$ cat config.mk
export PLATFORM = sky130hd
export DESIGN_NAME = crc16_packet_deframer
export DESIGN_NICKNAME = d
export VERILOG_FILES = /design/src/cpd_pkg.sv /design/src/cpd_parser.sv /design/src/cpd_out_buf.sv /design/src/crc16_packet_deframer.sv
export SDC_FILE = /design/constraint.sdc
export NUM_CORES = 1
export LEC_CHECK = 0
export ABC_AREA = 1
export BUFFER_PORTS_ARGS = -buffer_cell sky130_fd_sc_hd__buf_2
export CAP_MARGIN = 10
export CORE_MARGIN = 4
export CORE_UTILIZATION = 45
export CTS_CLUSTER_DIAMETER = 100
export DETAILED_ROUTE_END_ITERATION = 16
export PLACE_DENSITY = 0.58
export SLEW_MARGIN = 0
export SYNTH_ARGS = -nofsm -noshare
export SYNTH_HDL_FRONTEND = slang
export SYNTH_HIERARCHICAL = 1
export SYNTH_SLANG_ARGS = --single-unit
$ cat constraint.sdc
create_clock -name clk -period 6.17 [get_ports clk]
set_clock_uncertainty 0.15 [all_clocks]
set_input_delay 0.3085 -clock clk [delete_from_list [all_inputs] [get_ports clk]]
set_output_delay 0.3085 -clock clk [all_outputs]
set_load 0.01 [all_outputs]
$ cat src/cpd_pkg.sv
// cpd_pkg: shared types, constants and the crc-16 byte update for the packet deframer
// no dependencies; imported by every module under src

package cpd_pkg;

    localparam int LENGTH_FIELD_BYTES_DEF = 4;
    localparam int IDX_W                  = 32;
    localparam int SYNC_BYTES             = 2;
    localparam int HEADER_TAIL_BYTES      = 3;
    localparam int MIN_LENGTH             = 5;
    localparam int CFG_IDX_W              = 1;

    localparam logic [15:0] CRC_INIT = 16'hFFFF;
    localparam logic [15:0] CRC_POLY = 16'h1021;

    localparam logic [CFG_IDX_W-1:0] REG_SYNC_FIRST  = 1'b0;
    localparam logic [CFG_IDX_W-1:0] REG_SYNC_SECOND = 1'b1;

    localparam logic [7:0] SYNC_FIRST_RST  = 8'hAA;
    localparam logic [7:0] SYNC_SECOND_RST = 8'h55;

    typedef enum logic [2:0] {
        ST_OK    = 3'd0,
        ST_SHORT = 3'd1,
        ST_SYNC  = 3'd2,
        ST_CRC   = 3'd3,
        ST_LEN   = 3'd4
    } status_t;

    typedef struct packed {
        logic [7:0] payload_byte;
        logic       payload_valid;
        logic       verdict_valid;
        status_t    status;
        logic [7:0] frame_id;
        logic [7:0] frame_type;
        logic [7:0] frame_module;
    } result_t;

    // msb-first crc-16, one byte, no reflection
    function automatic logic [15:0] crc16_byte(input logic [15:0] crc, input logic [7:0] b);
        logic [15:0] c;
        int          i;
        c = crc ^ {b, 8'h00};
        for (i = 0; i < 8; i++)
        begin
            c = c[15] ? ((c << 1) ^ CRC_POLY) : (c << 1);
        end
        return c;
    endfunction

endpackage

$ cat src/cpd_parser.sv
// cpd_parser: input register and frame parsing state, one byte per cycle while the output buffer has room
// depends on cpd_pkg

module cpd_parser #(
    parameter int LENGTH_FIELD_BYTES = cpd_pkg::LENGTH_FIELD_BYTES_DEF
) (
    input  logic             clk,
    input  logic             rst_n,
    input  logic             in_valid,
    output logic             in_stall,
    input  logic [7:0]       data_byte,
    input  logic             last_of_buffer,
    input  logic [7:0]       sync_first,
    input  logic [7:0]       sync_second,
    input  logic             room,
    output logic             push,
    output cpd_pkg::result_t result
);
    import cpd_pkg::*;

    localparam int LEN_W   = 8 * LENGTH_FIELD_BYTES;
    localparam int CMP_W   = ((LEN_W > IDX_W) ? LEN_W : IDX_W) + 2;
    localparam int POS_LEN = SYNC_BYTES;
    localparam int POS_ID  = SYNC_BYTES + LENGTH_FIELD_BYTES;
    localparam int POS_TYP = POS_ID + 1;
    localparam int POS_MOD = POS_ID + 2;

    logic              s1_valid_reg, s1_valid_next;
    logic [7:0]        s1_data_reg;
    logic              s1_last_reg;
    logic              accept;
    logic              advance;

    logic [IDX_W-1:0]  byte_index_reg, byte_index_next;
    logic [LEN_W-1:0]  declared_length_reg, declared_length_next;
    logic [15:0]       running_crc_reg, running_crc_next;
    logic [7:0]        crc_low_reg, crc_low_next;
    logic [7:0]        held_id_reg, held_id_next;
    logic [7:0]        held_type_reg, held_type_next;
    logic [7:0]        held_module_reg, held_module_next;
    logic              sync_bad_reg, sync_bad_next;
    logic              verdict_given_reg, verdict_given_next;

    logic [CMP_W-1:0]  idx_ext;
    logic [CMP_W-1:0]  body_end;
    logic [7:0]        id_now, type_now, module_now;
    logic              pay, verd;
    status_t           st;

    assign accept   = in_valid && !in_stall;
    assign advance  = s1_valid_reg && room;
    assign in_stall = s1_valid_reg && !room;

    assign idx_ext  = CMP_W'(byte_index_reg);
    assign body_end = CMP_W'(LENGTH_FIELD_BYTES) + CMP_W'(declared_length_reg);

    always_comb
    begin
        s1_valid_next = s1_valid_reg;
        if (accept)
        begin
            s1_valid_next = 1'b1;
        end
        else if (advance)
        begin
            s1_valid_next = 1'b0;
        end
    end

    always_comb
    begin
        declared_length_next = declared_length_reg;
        running_crc_next     = running_crc_reg;
        crc_low_next         = crc_low_reg;
        sync_bad_next        = sync_bad_reg;
        id_now               = held_id_reg;
        type_now             = held_type_reg;
        module_now           = held_module_reg;
        pay                  = 1'b0;
        verd                 = 1'b0;
        st                   = ST_OK;

        if (!verdict_given_reg)
        begin
            if (byte_index_reg == IDX_W'(0))
            begin
                if (s1_data_reg != sync_first)
                begin
                    sync_bad_next = 1'b1;
                end
            end
            else if (byte_index_reg == IDX_W'(1))
            begin
                if (s1_data_reg != sync_second)
                begin
                    sync_bad_next = 1'b1;
                end
            end
            else if (byte_index_reg < IDX_W'(POS_ID))
            begin
                for (int k = 0; k < LENGTH_FIELD_BYTES; k++)
                begin
                    if (byte_index_reg == IDX_W'(POS_LEN + k))
                    begin
                        declared_length_next[8*k +: 8] = s1_data_reg;
                    end
                end
            end
            else
            begin
                if (byte_index_reg == IDX_W'(POS_ID))
                begin
                    id_now = s1_data_reg;
                end
                if (byte_index_reg == IDX_W'(POS_TYP))
                begin
                    type_now = s1_data_reg;
                end
                if (byte_index_reg == IDX_W'(POS_MOD))
                begin
                    module_now = s1_data_reg;
                end

                if (idx_ext < body_end)
                begin
                    running_crc_next = crc16_byte(running_crc_reg, s1_data_reg);
                end

                if (byte_index_reg == IDX_W'(POS_MOD))
                begin
                    if (sync_bad_reg)
                    begin
                        verd = 1'b1;
                        st   = ST_SYNC;
                    end
                    else if (declared_length_reg < LEN_W'(MIN_LENGTH))
                    begin
                        verd = 1'b1;
                        st   = ST_LEN;
                    end
                end
                else if (byte_index_reg > IDX_W'(POS_MOD))
                begin
                    if (idx_ext < body_end)
                    begin
                        pay = 1'b1;
                    end
                    else if (idx_ext == body_end)
                    begin
                        crc_low_next = s1_data_reg;
                    end
                    else if (idx_ext == body_end + CMP_W'(1))
                    begin
                        verd = 1'b1;
                        st   = ({s1_data_reg, crc_low_reg} == running_crc_reg) ? ST_OK : ST_CRC;
                    end
                end
            end

            if (!verd && s1_last_reg)
            begin
                verd = 1'b1;
                st   = ST_SHORT;
                pay  = 1'b0;
            end
        end

        if (s1_last_reg)
        begin
            declared_length_next = '0;
            running_crc_next     = CRC_INIT;
            crc_low_next         = '0;
            sync_bad_next        = 1'b0;
        end
    end

    always_comb
    begin
        byte_index_next    = (byte_index_reg != '1) ? byte_index_reg + IDX_W'(1) : byte_index_reg;
        verdict_given_next = verdict_given_reg || verd;
        held_id_next       = id_now;
        held_type_next     = type_now;
        held_module_next   = module_now;
        if (s1_last_reg)
        begin
            byte_index_next    = '0;
            held_id_next       = '0;
            held_type_next     = '0;
            held_module_next   = '0;
            verdict_given_next = 1'b0;
        end
    end

    always_comb
    begin
        push                 = advance && (pay || verd);
        result.payload_byte  = pay ? s1_data_reg : 8'h00;
        result.payload_valid = pay && !verd;
        result.verdict_valid = verd;
        result.status        = verd ? st : ST_OK;
        result.frame_id      = verd ? id_now : 8'h00;
        result.frame_type    = verd ? type_now : 8'h00;
        result.frame_module  = verd ? module_now : 8'h00;
    end

    always_ff @(posedge clk or negedge rst_n)
    begin
        if (!rst_n)
        begin
            s1_valid_reg <= 1'b0;
        end
        else
        begin
            s1_valid_reg <= s1_valid_next;
        end
    end

    always_ff @(posedge clk)
    begin
        if (accept)
        begin
            s1_data_reg <= data_byte;
            s1_last_reg <= last_of_buffer;
        end
    end

    always_ff @(posedge clk or negedge rst_n)
    begin
        if (!rst_n)
        begin
            byte_index_reg      <= '0;
            declared_length_reg <= '0;
            running_crc_reg     <= CRC_INIT;
            crc_low_reg         <= '0;
            held_id_reg         <= '0;
            held_type_reg       <= '0;
            held_module_reg     <= '0;
            sync_bad_reg        <= 1'b0;
            verdict_given_reg   <= 1'b0;
        end
        else if (advance)
        begin
            byte_index_reg      <= byte_index_next;
            declared_length_reg <= declared_length_next;
            running_crc_reg     <= running_crc_next;
            crc_low_reg         <= crc_low_next;
            held_id_reg         <= held_id_next;
            held_type_reg       <= held_type_next;
            held_module_reg     <= held_module_next;
            sync_bad_reg        <= sync_bad_next;
            verdict_given_reg   <= verdict_given_next;
        end
    end

`ifndef SYNTHESIS
    a_silent_after_verdict: assert property (@(posedge clk) disable iff (!rst_n)
        (advance && verdict_given_reg) |-> !push)
        else $error("result produced after verdict");

    a_one_kind: assert property (@(posedge clk) disable iff (!rst_n)
        push |-> $onehot({result.payload_valid, result.verdict_valid}))
        else $error("result is neither or both payload and verdict");

    a_restart: assert property (@(posedge clk) disable iff (!rst_n)
        (advance && s1_last_reg) |=> (byte_index_reg == '0) && !verdict_given_reg)
        else $error("parser not restarted after end of buffer");
`endif

endmodule

$ cat src/cpd_out_buf.sv
// cpd_out_buf: two-entry result register with skid slot toward the output channel
// depends on cpd_pkg

module cpd_out_buf (
    input  logic             clk,
    input  logic             rst_n,
    input  logic             push,
    input  cpd_pkg::result_t result,
    output logic             room,
    output logic             out_valid,
    input  logic             out_stall,
    output cpd_pkg::result_t out_result
);
    import cpd_pkg::*;

    logic    main_valid_reg, main_valid_next;
    logic    skid_valid_reg, skid_valid_next;
    result_t main_reg, main_next;
    result_t skid_reg, skid_next;
    logic    pop;

    assign pop        = main_valid_reg && !out_stall;
    assign room       = !skid_valid_reg;
    assign out_valid  = main_valid_reg;
    assign out_result = main_reg;

    always_comb
    begin
        main_valid_next = main_valid_reg;
        skid_valid_next = skid_valid_reg;
        main_next       = main_reg;
        skid_next       = skid_reg;
        if (skid_valid_reg)
        begin
            if (pop)
            begin
                main_next       = skid_reg;
                skid_valid_next = 1'b0;
            end
        end
        else if (!main_valid_reg || pop)
        begin
            main_valid_next = push;
            main_next       = result;
        end
        else if (push)
        begin
            skid_valid_next = 1'b1;
            skid_next       = result;
        end
    end

    always_ff @(posedge clk or negedge rst_n)
    begin
        if (!rst_n)
        begin
            main_valid_reg <= 1'b0;
            skid_valid_reg <= 1'b0;
        end
        else
        begin
            main_valid_reg <= main_valid_next;
            skid_valid_reg <= skid_valid_next;
        end
    end

    always_ff @(posedge clk)
    begin
        main_reg <= main_next;
        skid_reg <= skid_next;
    end

`ifndef SYNTHESIS
    a_skid_behind_main: assert property (@(posedge clk) disable iff (!rst_n)
        skid_valid_reg |-> main_valid_reg)
        else $error("skid slot holds a result while output register is empty");

    a_no_overflow: assert property (@(posedge clk) disable iff (!rst_n)
        push |-> !skid_valid_reg)
        else $error("result pushed into full buffer");
`endif

endmodule

$ cat src/crc16_packet_deframer.sv
// crc16_packet_deframer: top level, holds the two sync registers and joins cpd_parser
// to cpd_out_buf; depends on cpd_pkg. one received byte is taken per clock
// cycle for as long as results are taken; a byte passes the input register, and
// its result is then held in the output buffer's result register. the rate
// is set by the 8-bit unrolled crc-16 update that sits behind the input register.
// results queue in a two-entry output buffer, so input stalls only once two
// results wait unread. sync values are written over the cfg channel, which is
// always ready; write them only while no bytes are in flight.

module crc16_packet_deframer #(
    parameter int LENGTH_FIELD_BYTES = cpd_pkg::LENGTH_FIELD_BYTES_DEF
) (
    input  logic                          clk,
    input  logic                          rst_n,
    input  logic                          in_valid,
    output logic                          in_stall,
    input  logic [7:0]                    data_byte,
    input  logic                          last_of_buffer,
    output logic                          out_valid,
    input  logic                          out_stall,
    output logic [7:0]                    payload_byte,
    output logic                          payload_valid,
    output logic                          verdict_valid,
    output logic [2:0]                    status,
    output logic [7:0]                    frame_id,
    output logic [7:0]                    frame_type,
    output logic [7:0]                    frame_module,
    input  logic                          cfg_valid,
    output logic                          cfg_ready,
    input  logic [cpd_pkg::CFG_IDX_W-1:0] cfg_index,
    input  logic [7:0]                    cfg_data
);
    import cpd_pkg::*;

    logic [7:0] sync_first_reg;
    logic [7:0] sync_second_reg;
    logic       room;
    logic       push;
    result_t    result;
    result_t    out_result;

    assign cfg_ready = 1'b1;

    always_ff @(posedge clk or negedge rst_n)
    begin
        if (!rst_n)
        begin
            sync_first_reg  <= SYNC_FIRST_RST;
            sync_second_reg <= SYNC_SECOND_RST;
        end
        else if (cfg_valid && cfg_ready)
        begin
            unique case (cfg_index)
                REG_SYNC_FIRST:
                begin
                    sync_first_reg <= cfg_data;
                end
                REG_SYNC_SECOND:
                begin
                    sync_second_reg <= cfg_data;
                end
                default:
                begin
                end
            endcase
        end
    end

    cpd_parser #(
        .LENGTH_FIELD_BYTES(LENGTH_FIELD_BYTES)
    ) u_parser (
        .clk            (clk),
        .rst_n          (rst_n),
        .in_valid       (in_valid),
        .in_stall       (in_stall),
        .data_byte      (data_byte),
        .last_of_buffer (last_of_buffer),
        .sync_first     (sync_first_reg),
        .sync_second    (sync_second_reg),
        .room           (room),
        .push           (push),
        .result         (result)
    );

    cpd_out_buf u_out_buf (
        .clk        (clk),
        .rst_n      (rst_n),
        .push       (push),
        .result     (result),
        .room       (room),
        .out_valid  (out_valid),
        .out_stall  (out_stall),
        .out_result (out_result)
    );

    assign payload_byte  = out_result.payload_byte;
    assign payload_valid = out_result.payload_valid;
    assign verdict_valid = out_result.verdict_valid;
    assign status        = out_result.status;
    assign frame_id      = out_result.frame_id;
    assign frame_type    = out_result.frame_type;
    assign frame_module  = out_result.frame_module;

endmodule
==> flow_metrics.env, run 1 <==
export IMPL_core_area_um2=30600
export IMPL_ys_ff_latch=216
export IMPL_avgSynthCellArea_um2=7.40
export IMPL_vdd_drop_max_uv=337
export IMPL_wl_um=41800
export IMPL_antenna_cells=0
export IMPL_cts_tree="done"
export IMPL_yosys_area_top_type="dfrtp_1"
export IMPL_firstDrtPassIters=6
export IMPL_initial_core_util_pct=45.5
export IMPL_setup_tns_ps=0
export IMPL_drive_gt1_share_pct=10.9
export IMPL_path_max_fanout=37
export IMPL_via_per_inst=5.35
export IMPL_die_h_um=184
export IMPL_area_growth_pct=12.5
export IMPL_synth_warnings=6
export IMPL_grt_util_met3_pct=3.64
export IMPL_gp_congestion=0.994
export IMPL_hpwl_um=31700
export IMPL_status="completed"
export IMPL_drc=0
export IMPL_clkTransAtPathRegs_ps=60
export IMPL_cts_made_buffers=25
export IMPL_rsz0062_at_grt="no"
export IMPL_maxSlewHeadroom_pct=24.6
export IMPL_fmax_ghz=0.187
export IMPL_overflow=0
export IMPL_num_vias=12700
export IMPL_wire_per_inst_um=17.6
export IMPL_grt_antenna_before_repair=0
export IMPL_antenna_left=0
export IMPL_grt_pass1_vias=11600
export IMPL_dieArea_um2=33800
export IMPL_r2r_cells=25
export IMPL_port_buffers=61
export IMPL_num_rows=64
export IMPL_critPathSlowestCell="dfrtp_1"
export IMPL_num_nets_final=2028
export IMPL_grt_max_degree=73
export IMPL_slowest_delay_ps=570
export IMPL_final_common_cell="nand2_1"
export IMPL_use_met1_pct=37.4
export IMPL_leakagePower_nw=7.19
export IMPL_insertion_delay_ps=540
export IMPL_hold_buffers=28
export IMPL_fill_cells=3067
export IMPL_period_needed_ps=5360
export IMPL_worstSetupPathType="flip-flop to flip-flop"
export IMPL_drt_iter0_markers=1085
export IMPL_clockBufferDepth=3
export IMPL_fin_crit_sh_pct=86.9
export IMPL_worst_ep_required_time_ps=6190
export IMPL_met2_usage_pct=35.9
export IMPL_tightest_slew_ps=1130
export IMPL_fin_area_um2=15700
export IMPL_maxCapViolCount=0
export IMPL_grt_pass1_wl_um=65200
export IMPL_top_usage_layer="met1"
export IMPL_synth_top_area_share_pct=19.6
export IMPL_io_pins=63
export IMPL_postCtsSetupBuffers=0
export IMPL_p_per_area_nw_per_um2=390
export IMPL_crit_top_cell="nand2_1"
export IMPL_ctsResizeCount=0
export IMPL_hold_viol=0
export IMPL_cts_root_buf="clkbuf_16"
export IMPL_mappedNetlistNets=1945
export IMPL_synth_area_um2=13900
export IMPL_worstSetupEndpointType="flip-flop"
export IMPL_h_tree_depth=1
export IMPL_grt_total_usage_pct=24.3
export IMPL_ys_seq_area_share_pct=42.0
export IMPL_worst_endpoint_arrival_ps=5380
export IMPL_layout_common_cells="nand2_1, inv_1, nor2_1"
export IMPL_critPathLaunchType="flip-flop"
export IMPL_postPlaceCellArea_um2=14600
export IMPL_chipWidth_um=184
export IMPL_synthTopCellsByArea="dfrtp_1, edfxtp_1, nand2_1"
export IMPL_setup_violations=0
export IMPL_synth_cells=1881
export IMPL_ys_types=53
export IMPL_cts_sinks=216
export IMPL_finalMaxSlewViolations=0
export IMPL_holdCritPathClass="primary input to asynchronous set/reset pin"
[worst max-delay path: cells and delay by family (launching register included)]
| family | cells | cell delay, ps |
|---|---|---|
| buffers and inverters | 4 | 680 |
| adder cells (fa/ha/maj) | 2 | 590 |
| AO/OA/AOI/OAI | 4 | 670 |
| AND/OR/NAND/NOR | 15 | 2330 |
| flip-flops | 1 | 570 |
[layer usage]
metal  vias up  wire length, µm  share of wire, %
met4         0              978               2.3
li1       6300                -                 -
met2       392            17800                43
met3        64             2770               6.6
met1      5965            20200                48
met5         -                0                 0
[where the power goes]
part / switching (mW) / internal, mW / total, mW
Combinational: 1.65 / 0.760 / 2.41
Sequential: 0.338 / 1.93 / 2.27
Clock: 0.587 / 0.844 / 1.43
Total: 2.58 / 3.53 / 6.11
[cell usage after synthesis, drive strengths merged]
cell	n
a31oi	4
xnor2	15
o21ai	132
nor2	235
a41oi	2
o22ai	8
conb	1
nor3	27
edfxtp	83
xor2	45
nor4	23
a221oi	2
o21bai	4
a211oi	5
a2111oi	3
o31ai	4
nand3b	7
and3	1
inv	225
and2	1
nand3	128
or2	2
o221ai	1
nand2	601
clkbuf	21
dfrtp	109
o21a	2
a32oi	1
a21oi	57
a311oi	1
a31o	1
clkinv	2
a21o	1
ha	41
nor3b	1
buf	23
o211ai	3
nand4	35
dfstp	24
[logic make-up (layout without fill, tap and decap cells)]
group | after synthesis | count (layout) | synth area share [%]
AO/OA/AOI/OAI | 231 | 231 | 9.11
XOR/XNOR | 60 | 60 | 3.78
AND/OR/NAND/NOR | 1061 | 1061 | 33.4
adder cells (fa/ha/maj) | 41 | 41 | 3.69
other | 1 | 1 | 0.0269
buffers and inverters | 271 | 373 | 8.01
flip-flops | 216 | 216 | 42.0
[area by class of cell]
type                       instances  area, µm²  share of cell area [%]
timing repair buffer             100        682                    4.36
inverter                         227        862                    5.51
tap                              396        495                    3.16
sequential                       216       5850                    37.4
multi-input combinational       1394       6970                    44.5
clock buffer                      40        722                    4.61
clock inverter                     6       70.1                   0.448
[per-stage QoR]
stage | setup slack, ps | utilization, % | hold slack [ps] | instances | total power [mW]
after detailed placement | 854 | 47.6 | 262 | 2304 | 4.66
after global placement | 951 | 47.6 | 257 | 2304 | 4.64
after CTS | 826 | 51.1 | 259 | 2378 | 6.13
final | 810 | 51.2 | 219 | 2379 | 6.11
after floorplan | 1740 | - | -137 | 1881 | 3.89
after global routing | 430 | 51.2 | 287 | 2379 | 6.55
[final timing paths]
| path | from | slack (ps) | endpoint |
|---|---|---|---|
| hold / removal | rst_n | 220 | u_parser/held_module_reg[5]$_DFFE_PN0P_ |
| max in group asynchronous | rst_n | 4340 | u_parser/held_id_reg[2]$_DFFE_PN0P_ |
| setup reg to reg | u_parser/declared_length_reg[2]$_DFFE_PN0P_ | 810 | u_out_buf/skid_reg[17]$_DFFE_PP_ |
| setup / recovery | u_parser/declared_length_reg[2]$_DFFE_PN0P_ | 810 | u_out_buf/skid_reg[17]$_DFFE_PP_ |
| min in group clk | sync_first_reg[3]$_DFFE_PN1P_ | 320 | sync_first_reg[3]$_DFFE_PN1P_ |
| hold reg to reg | sync_first_reg[3]$_DFFE_PN1P_ | 320 | sync_first_reg[3]$_DFFE_PN1P_ |
Note: power is estimated with default switching activity, not from simulation.
==> inputs of run 2 (changes only) <==
--- a/config.mk
+++ b/config.mk
@@ -12,7 +12,7 @@
 export CORE_UTILIZATION = 45
 export CTS_CLUSTER_DIAMETER = 100
 export DETAILED_ROUTE_END_ITERATION = 16
-export PLACE_DENSITY = 0.58
+export PLACE_DENSITY = 0.71
 export SLEW_MARGIN = 0
 export SYNTH_ARGS = -nofsm -noshare
 export SYNTH_HDL_FRONTEND = slang
==> flow_metrics.env, run 2 (synthesis results as in run 1) <==
export IMPL_hold_viol=0
export IMPL_chipWidth_um=184
export IMPL_grt_antenna_before_repair=0
export IMPL_worst_endpoint_arrival_ps=5170
export IMPL_overflow=0
export IMPL_wire_per_inst_um=17.2
export IMPL_drt_iter0_markers=1593
export IMPL_setup_tns_ps=0
export IMPL_rsz0062_at_grt="no"
export IMPL_firstDrtPassIters=8
export IMPL_cts_made_buffers=24
export IMPL_gp_congestion=0.998
export IMPL_layout_common_cells="nand2_1, inv_1, nor2_1"
export IMPL_utilization_pct=50.9
export IMPL_clkTransAtPathRegs_ps=60
export IMPL_hpwl_um=30800
export IMPL_cts_tree="done"
export IMPL_tightest_slew_ps=1200
export IMPL_clockBufferDepth=3
export IMPL_drive_gt1_share_pct=10.9
export IMPL_ctsResizeCount=0
export IMPL_maxCapViolCount=0
export IMPL_critPathLaunchType="flip-flop"
export IMPL_grt_util_met3_pct=2.67
export IMPL_worstSetupEndpointType="flip-flop"
export IMPL_via_per_inst=5.48
export IMPL_wl_um=40600
export IMPL_holdCritPathClass="primary input to flip-flop"
export IMPL_grt_pass1_wl_um=64500
export IMPL_dieArea_um2=33800
export IMPL_period_needed_ps=5130
export IMPL_die_h_um=184
export IMPL_grt_max_degree=75
export IMPL_vdd_drop_max_uv=206
export IMPL_num_nets_final=2016
export IMPL_setup_violations=0
export IMPL_status="completed"
export IMPL_worst_ep_required_time_ps=6200
export IMPL_insertion_delay_ps=520
export IMPL_use_met1_pct=35.1
export IMPL_maxSlewHeadroom_pct=20.2
export IMPL_finalMaxSlewViolations=0
export IMPL_drc=0
export IMPL_path_max_fanout=21
export IMPL_port_buffers=61
export IMPL_core_area_um2=30600
export IMPL_num_vias=13000
export IMPL_num_rows=64
export IMPL_met2_usage_pct=37.1
export IMPL_grt_pass1_vias=12000
export IMPL_top_usage_layer="met2"
export IMPL_antenna_cells=0
export IMPL_fin_crit_sh_pct=83.2
export IMPL_leakagePower_nw=7.16
export IMPL_area_growth_pct=11.8
export IMPL_cts_root_buf="clkbuf_16"
export IMPL_final_common_cell="nand2_1"
export IMPL_h_tree_depth=1
export IMPL_grt_total_usage_pct=23.5
export IMPL_io_pins=63
export IMPL_cts_sinks=216
export IMPL_p_per_area_nw_per_um2=389
export IMPL_antenna_left=0
export IMPL_initial_core_util_pct=45.5
export IMPL_worstSetupPathType="flip-flop to flip-flop"
export IMPL_fmax_ghz=0.195
[run 2: where the power goes]
| part | total, mW | switching, mW | internal (mW) |
|---|---|---|---|
| registers | 2.27 | 0.341 | 1.93 |
| clock network | 1.42 | 0.561 | 0.856 |
| logic | 2.37 | 1.63 | 0.740 |
[run 2: path summary, 6_finish.rpt]
check	cells after the start	startpoint	slack [ps]	to
setup / recovery	24	u_parser/declared_length_reg[2]$_DFFE_PN0P_	1040	u_out_buf/skid_reg[16]$_DFFE_PP_
setup reg to reg	24	u_parser/declared_length_reg[2]$_DFFE_PN0P_	1040	u_out_buf/skid_reg[16]$_DFFE_PP_
min in group asynchronous	2	rst_n	270	u_parser/held_module_reg[7]$_DFFE_PN0P_
hold reg to reg	2	sync_first_reg[5]$_DFFE_PN1P_	320	sync_first_reg[5]$_DFFE_PN1P_
hold / removal	3	cfg_index	6	sync_second_reg[6]$_DFFE_PN1P_
max in group asynchronous	3	rst_n	4320	u_parser/declared_length_reg[24]$_DFFE_PN0P_
[run 2: per-layer routing]
metal  routed length [µm]  part of all wire (%)  vias up
met5                    0                     0        -
met3                 3000                   7.4       65
li1                     -                     -     6274
met1                18300                    45     6101
met2                18300                    45      527
met4                  969                   2.4        0
[run 2: layout make-up]
type / count / area, µm²
clock buffers: 32 / 682
clock inverters: 12 / 110
fillers: 2984 / 15000
inverters: 227 / 862
multi-input cells: 1394 / 6980
flip-flops and latches: 216 / 5850
well taps: 396 / 495
repair buffers: 89 / 577
[run 2: stage by stage]
step                hold slack [ps]  power [mW]  setup WS, ps  cells  instance area (µm²)
floorplan                      -137        3.89          1740   1881                13900
global placement                234        4.58          1200   2300                14500
detailed placement              235        4.62          1160   2300                14500
CTS                           0.787        6.06          1160   2366                15600
global route                   41.3        6.49           538   2366                15600
finish                         6.27        6.06          1040   2366                15600
[run 2: critical path, cell delays in order (launching register included)]
cell and delay (ps):
dfrtp_1 580, ha_1 270, nand2_2 90, nor2_2 380, nand3_2 220, nor2_1 130
nand2_1 70, nand2_2 230, ha_1 320, a21oi_1 130, o21ai_0 90, nand2_1 60
o211ai_1 80, a21oi_1 230, o21ai_0 160, nor2_1 260, inv_1 120, nor3_1 240
nand2_2 190, a21oi_1 170, inv_1 50, nor2_1 130, nand2_1 90, inv_1 70
buf_4 280
[run 2: repair_timing]
item / CTS / global route
buffers inserted: 0 / 0
hold endpoints to repair: 86 / 0
hold buffers: 22 / 0
